[config.mk]
export PLATFORM = sky130hd
export DESIGN_NAME = pfsh_mix
export DESIGN_NICKNAME = d
export VERILOG_FILES = /design/src/design/pfsh_pkg.sv /design/src/design/pfsh_mix.sv
export SDC_FILE = /design/constraint.sdc
export NUM_CORES = 2
export LEC_CHECK = 0
export BUFFER_PORTS_ARGS = -buffer_cell sky130_fd_sc_hd__buf_2
export CAP_MARGIN = 20
export CORE_ASPECT_RATIO = 1.5
export CORE_MARGIN = 2
export CORE_UTILIZATION = 25
export DETAILED_ROUTE_END_ITERATION = 10
export PLACE_DENSITY = 0.39
export SLEW_MARGIN = 25
export SYNTH_ARGS = -nofsm -noshare
export SYNTH_HDL_FRONTEND = slang
export SYNTH_SLANG_ARGS = --single-unit
[constraint.sdc]
create_clock -name clk -period 10.2 [get_ports clk]
set_input_delay 0.51 -clock clk [delete_from_list [all_inputs] [get_ports clk]]
set_output_delay 0.51 -clock clk [all_outputs]
set_load 0.02 [all_outputs]
[src/design/pfsh_pkg.sv]
// Shared types and constants for the first-seen hash map.
// No dependencies; imported by every module of the block.
package pfsh_pkg;

  // Request: key to look up or insert, and the index to store if the key is new
  typedef struct packed {
    logic [63:0] key;
    logic [31:0] store_index;
  } in_t;

  // Result: stored index and outcome
  typedef struct packed {
    logic [31:0] first_index;
    logic [1:0]  status;
  } out_t;

  // Result status codes
  localparam logic [1:0] ST_NEW     = 2'd0;
  localparam logic [1:0] ST_PRESENT = 2'd1;
  localparam logic [1:0] ST_FULL    = 2'd2;

  // fmix64 finalizer constants
  localparam logic [63:0] MIX_C1    = 64'hff51afd7ed558ccd;
  localparam logic [63:0] MIX_C2    = 64'hc4ceb9fe1a85ec53;
  localparam int          MIX_SHIFT = 33;

endpackage

[src/design/pfsh_mix.sv]
// Iterative 64-bit fmix64 hash unit built around one shared 32x32 multiplier.
// Depends on pfsh_pkg for the mixing constants.
module pfsh_mix import pfsh_pkg::*; (
  input  logic        clk,
  input  logic        rst_n,
  input  logic        go,
  input  logic [63:0] din,
  output logic        done,
  output logic [63:0] dout
);

  localparam logic [1:0] M_IDLE = 2'd0;
  localparam logic [1:0] M_MUL  = 2'd1;
  localparam logic [1:0] M_XS   = 2'd2;

  logic [1:0]  state_r, state_nxt;
  logic [1:0]  step_r, step_nxt;
  logic        sel_r, sel_nxt;
  logic        done_r, done_nxt;
  logic [63:0] v_r, v_nxt;
  logic [63:0] acc_r, acc_nxt;
  logic [63:0] prod_r, prod_nxt;
  logic [63:0] cst;
  logic [31:0] op_a, op_b;

  // Partial product operands: lo*lo, lo*hi, hi*lo (hi*hi falls off the top)
  always_comb begin
    cst = sel_r ? MIX_C2 : MIX_C1;
    case (step_r)
      2'd0: begin
        op_a = v_r[31:0];
        op_b = cst[31:0];
      end
      2'd1: begin
        op_a = v_r[31:0];
        op_b = cst[63:32];
      end
      default: begin
        op_a = v_r[63:32];
        op_b = cst[31:0];
      end
    endcase
    prod_nxt = op_a * op_b;
  end

  // Sequencer: xor-shift, multiply in four steps, xor-shift, repeat, xor-shift
  always_comb begin
    state_nxt = state_r;
    step_nxt  = step_r;
    sel_nxt   = sel_r;
    done_nxt  = 1'b0;
    v_nxt     = v_r;
    acc_nxt   = acc_r;
    unique case (state_r)
      M_IDLE: begin
        if (go) begin
          v_nxt     = din ^ (din >> MIX_SHIFT);
          step_nxt  = 2'd0;
          sel_nxt   = 1'b0;
          state_nxt = M_MUL;
        end
      end
      M_MUL: begin
        // accumulate the product registered in the previous step
        case (step_r)
          2'd0:    acc_nxt = acc_r;
          2'd1:    acc_nxt = prod_r;
          default: acc_nxt = acc_r + {prod_r[31:0], 32'd0};
        endcase
        step_nxt = step_r + 2'd1;
        if (step_r == 2'd3) begin
          state_nxt = M_XS;
        end
      end
      M_XS: begin
        v_nxt = acc_r ^ (acc_r >> MIX_SHIFT);
        if (!sel_r) begin
          sel_nxt   = 1'b1;
          step_nxt  = 2'd0;
          state_nxt = M_MUL;
        end else begin
          done_nxt  = 1'b1;
          state_nxt = M_IDLE;
        end
      end
      default: state_nxt = M_IDLE;
    endcase
  end

  always_ff @(posedge clk) begin
    if (!rst_n) begin
      state_r <= M_IDLE;
      step_r  <= 2'd0;
      sel_r   <= 1'b0;
      done_r  <= 1'b0;
    end else begin
      state_r <= state_nxt;
      step_r  <= step_nxt;
      sel_r   <= sel_nxt;
      done_r  <= done_nxt;
    end
  end

  // Datapath registers
  always_ff @(posedge clk) begin
    v_r    <= v_nxt;
    acc_r  <= acc_nxt;
    prod_r <= prod_nxt;
  end

  assign done = done_r;
  assign dout = v_r;

endmodule

==> metrics.csv <==
stage,metric,value,unit
finish,area overhead of the layout relative to synthesis,11.1,%
place,# port buffers,131,
floorplan,chip width,328,um
cts,CTS tree,yes,
detailed_routing,total number of vias,28512,
timing,Rel. slew slack,33.0,%
detailed_routing,vias per cell,4.54,
cts,hold buffers post-CTS,0,
cts,Max Buffers Root-to-Sink,2,
worst_setup_path,worst reg2reg endpoint,prod_r[56],
synth,Syn Nets,5276,
synth,sequential element share of the synthesized area,13.3,%
synth,Cell variety after synth,81,
timing,Final WS setup,262,ps
synth,"FF+latch count, synth",198,
cts,CTS Buf Count,17,
floorplan,core area,157000,um2
synth,Yosys warnings,0,
finish,share of layout cells above drive strength 1,9.35,%
floorplan,Die Footprint,160000,um2
place,Post-DP HPWL,153000,um
outcome,run status,completed,
synth,Synth area leaders,"fa_1 (39%), ha_1 (13%), edfxtp_1 (9.8%)",
timing,final hold vios,0,
detailed_routing,post-route ant nets,0,
place,placed cell count,6242,
finish,filler cell count in the final layout,16861,
timing,final setup vio count,0,
timing,RSZ-0062 raised after global routing,no,
worst_setup_path,WP data required,10530,ps
finish,Finished Layout Cells,6278,
worst_setup_path,Worst EP arrival,10270,ps
synth,main flop type after synthesis,edfxtp_1,
detailed_routing,Detailed Routing Iterations Pass 1,5,
synth,Synth top cells by count,"inv_1 (970), fa_1 (769), ha_1 (398), nand2_1 (292), nor2_1 (245)",
floorplan,starting density of the core,25.1,%
synth,most common cell in the netlist,inv_1,
job,max-cap viol count,0,
grt,aggregate global routing overflow,0,
worst_setup_path,Critical R2R Launch,step_r[1],
finish,final instance area,43700,um2
timing,actual transition at the worst max-transition pin,1010,ps
synth,"EDFF count, synth",128,
grt,number of global-route vias before repair,31991,
grt,first-pass GRT wire length,239000,um
detailed_routing,Initial DRC Count,1377,
synth,Post-Syn Area per Cell,9.72,um2
timing,max frequency,101,MHz
synth,cell taking the most area after synthesis,fa_1,
grt,overall routing resource usage,21.4,%
synth,Post-Synthesis Cells,4042,
worst_setup_path,CP Capture Type,flip-flop,
worst_setup_path,nature of the critical path startpoint,flip-flop,
worst_hold_path,worst hold path type,primary input to flip-flop,
floorplan,IO Count,132,
worst_setup_path,CP endpoint,prod_r[56],
cts,clock slew seen by the registers of the worst setup and hold paths,80,ps
detailed_routing,drt wl/cell,27.1,um
detailed_routing,final WL,170000,um
cts,number of clock sinks,198,
floorplan,Die Ht,490,um
synth,fraction of synthesis flops using an asynchronous set or reset pin,0,%
timing,TNS Setup,0,ps
finish,fin nets,5427,
synth,Post-Syn Area,39300,um2
worst_setup_path,R2R depth,27,
worst_setup_path,CP Launch Point,step_r[1],
place,placed cell areas,43100,um2
grt,largest net degree at the start of global routing,75,
worst_setup_path,CP Class,flip-flop to flip-flop,
cts,Clock Root Buffer,clkbuf_16,
floorplan,# rows,178,
cts,Worst-Skew Late Latency,460,ps
timing,max-slew violations,0,
timing,Final min period,9940,ps
synth,area share of the leading cell type in the synthesized netlist,39.2,%
worst_setup_path,flop-to-flop setup slack,260,ps
detailed_routing,Remaining DRCs,0,
cts,htree depth,4,
timing,clk_skew,21.5,ps
place,GP Congestion,0.954,
grt,initial antenna violation count,11,
timing,Final period util,97.4,%
place,pre-CTS WS,37.6,ps
worst_setup_path,CP max FO,38,
==> placed cells by master (no fill, tap or decap), types with 47 or more instances in the layout <==
cell type,instances
a21oi_1,155
buf_4,120
fa_1,769
buf_2,131
xor2_1,97
a21o_1,99
o21ai_0,122
dfxtp_1,69
xnor2_1,137
and2_1,53
ha_1,394
nand2_1,292
inv_1,970
mux2_2,47
nor2_1,241
edfxtp_1,128
==> worst max-delay path: stages, from the launching register on <==
cell and delay (ps):
dfxtp_1 360, inv_1 110, ha_4 330, and2_1 550
buf_4 370, nor2_1 760, inv_1 220, o21ai_0 760
buf_4 260, fa_1 440, fa_1 610, fa_1 510
fa_1 600, fa_1 490, fa_1 520, fa_1 500
ha_1 360, a21oi_1 180, o21ai_0 150, a221oi_1 410
o21ai_0 140, a31oi_1 260, and2_1 180, a22oi_2 80
a41oi_1 240, buf_4 170, o21bai_1 90, xor2_1 150
==> state kept, by name (all words and copies together) (netlist names) <==
signal,flops
step_r,2
sel_r,1
acc_r,64
done,1
prod_r,64
dout,64
state_r,2
==> final cells by class <==
type / count / area (um2) / area share (%)
Inverter: 977 / 3670 / 8.40
Timing Repair Buffer: 255 / 1640 / 3.75
Antenna cell: 3 / 7.51 / 0.0172
Multi-Input combinational cell: 2744 / 30000 / 68.7
Tap cell: 2070 / 2590 / 5.93
Sequential cell: 198 / 5250 / 12.0
Clock buffer: 18 / 429 / 0.983
Clock inverter: 13 / 96.3 / 0.221
==> layer usage <==
layer  vias to the layer above  global-route usage [%]  part of all wire (%)
met3                       340                    1.48                   2.0
met1                     14693                    21.7                    35
met5                         -                       0                     0
met2                       695                    40.3                    53
li1                      12784                       -                     -
met4                         0                    16.9                   9.9
==> kinds of logic after synthesis <==
| kind of cell | count (synthesis) | share of synthesized area, % |
|---|---|---|
| AO/OA/AOI/OAI | 500 | 8.18 |
| other | 1 | 0.00954 |
| buffers and inverters | 1100 | 10.5 |
| adder cells (fa/ha/maj) | 1179 | 52.1 |
| multiplexers | 71 | 1.96 |
| AND/OR/NAND/NOR | 759 | 8.60 |
| flip-flops | 198 | 13.3 |
| XOR/XNOR | 234 | 5.21 |
==> per-stage QoR <==
step / utilization, % / hold slack, ps
floorplan: - / 471
global placement: 27.5 / 478
detailed placement: 27.5 / 488
CTS: 27.9 / 325
global route: 27.9 / 333
finish: 27.9 / 350
==> how the worst min path moves through the flow <==
| stage | slack, ps | cells after the start | endpoint | startpoint |
|---|---|---|---|---|
| 3_3_place_gp | 480 | 2 | acc_r[51] | prod_r[51] |
| 3_5_place_dp | 490 | 2 | acc_r[51] | prod_r[51] |
| 2_1_floorplan | 470 | 2 | acc_r[44] | prod_r[44] |
| 5_1_grt | 330 | 2 | dout[32] | din[32] |
| 6_report | 350 | 2 | dout[32] | din[32] |
| 4_1_cts | 330 | 2 | dout[32] | din[32] |
==> repair_timing <==
| action | CTS | global route |
|---|---|---|
| hold endpoints to repair | 0 | 0 |
| buffers inserted | 0 | 2 |
| gates resized for setup | 1 | 1 |
| pin swaps | 0 | 1 |
| setup endpoints to repair | 1 | 3 |
Power is not shown: default switching activity piles up to over one toggle a cycle in this logic, so the estimate is an artifact.
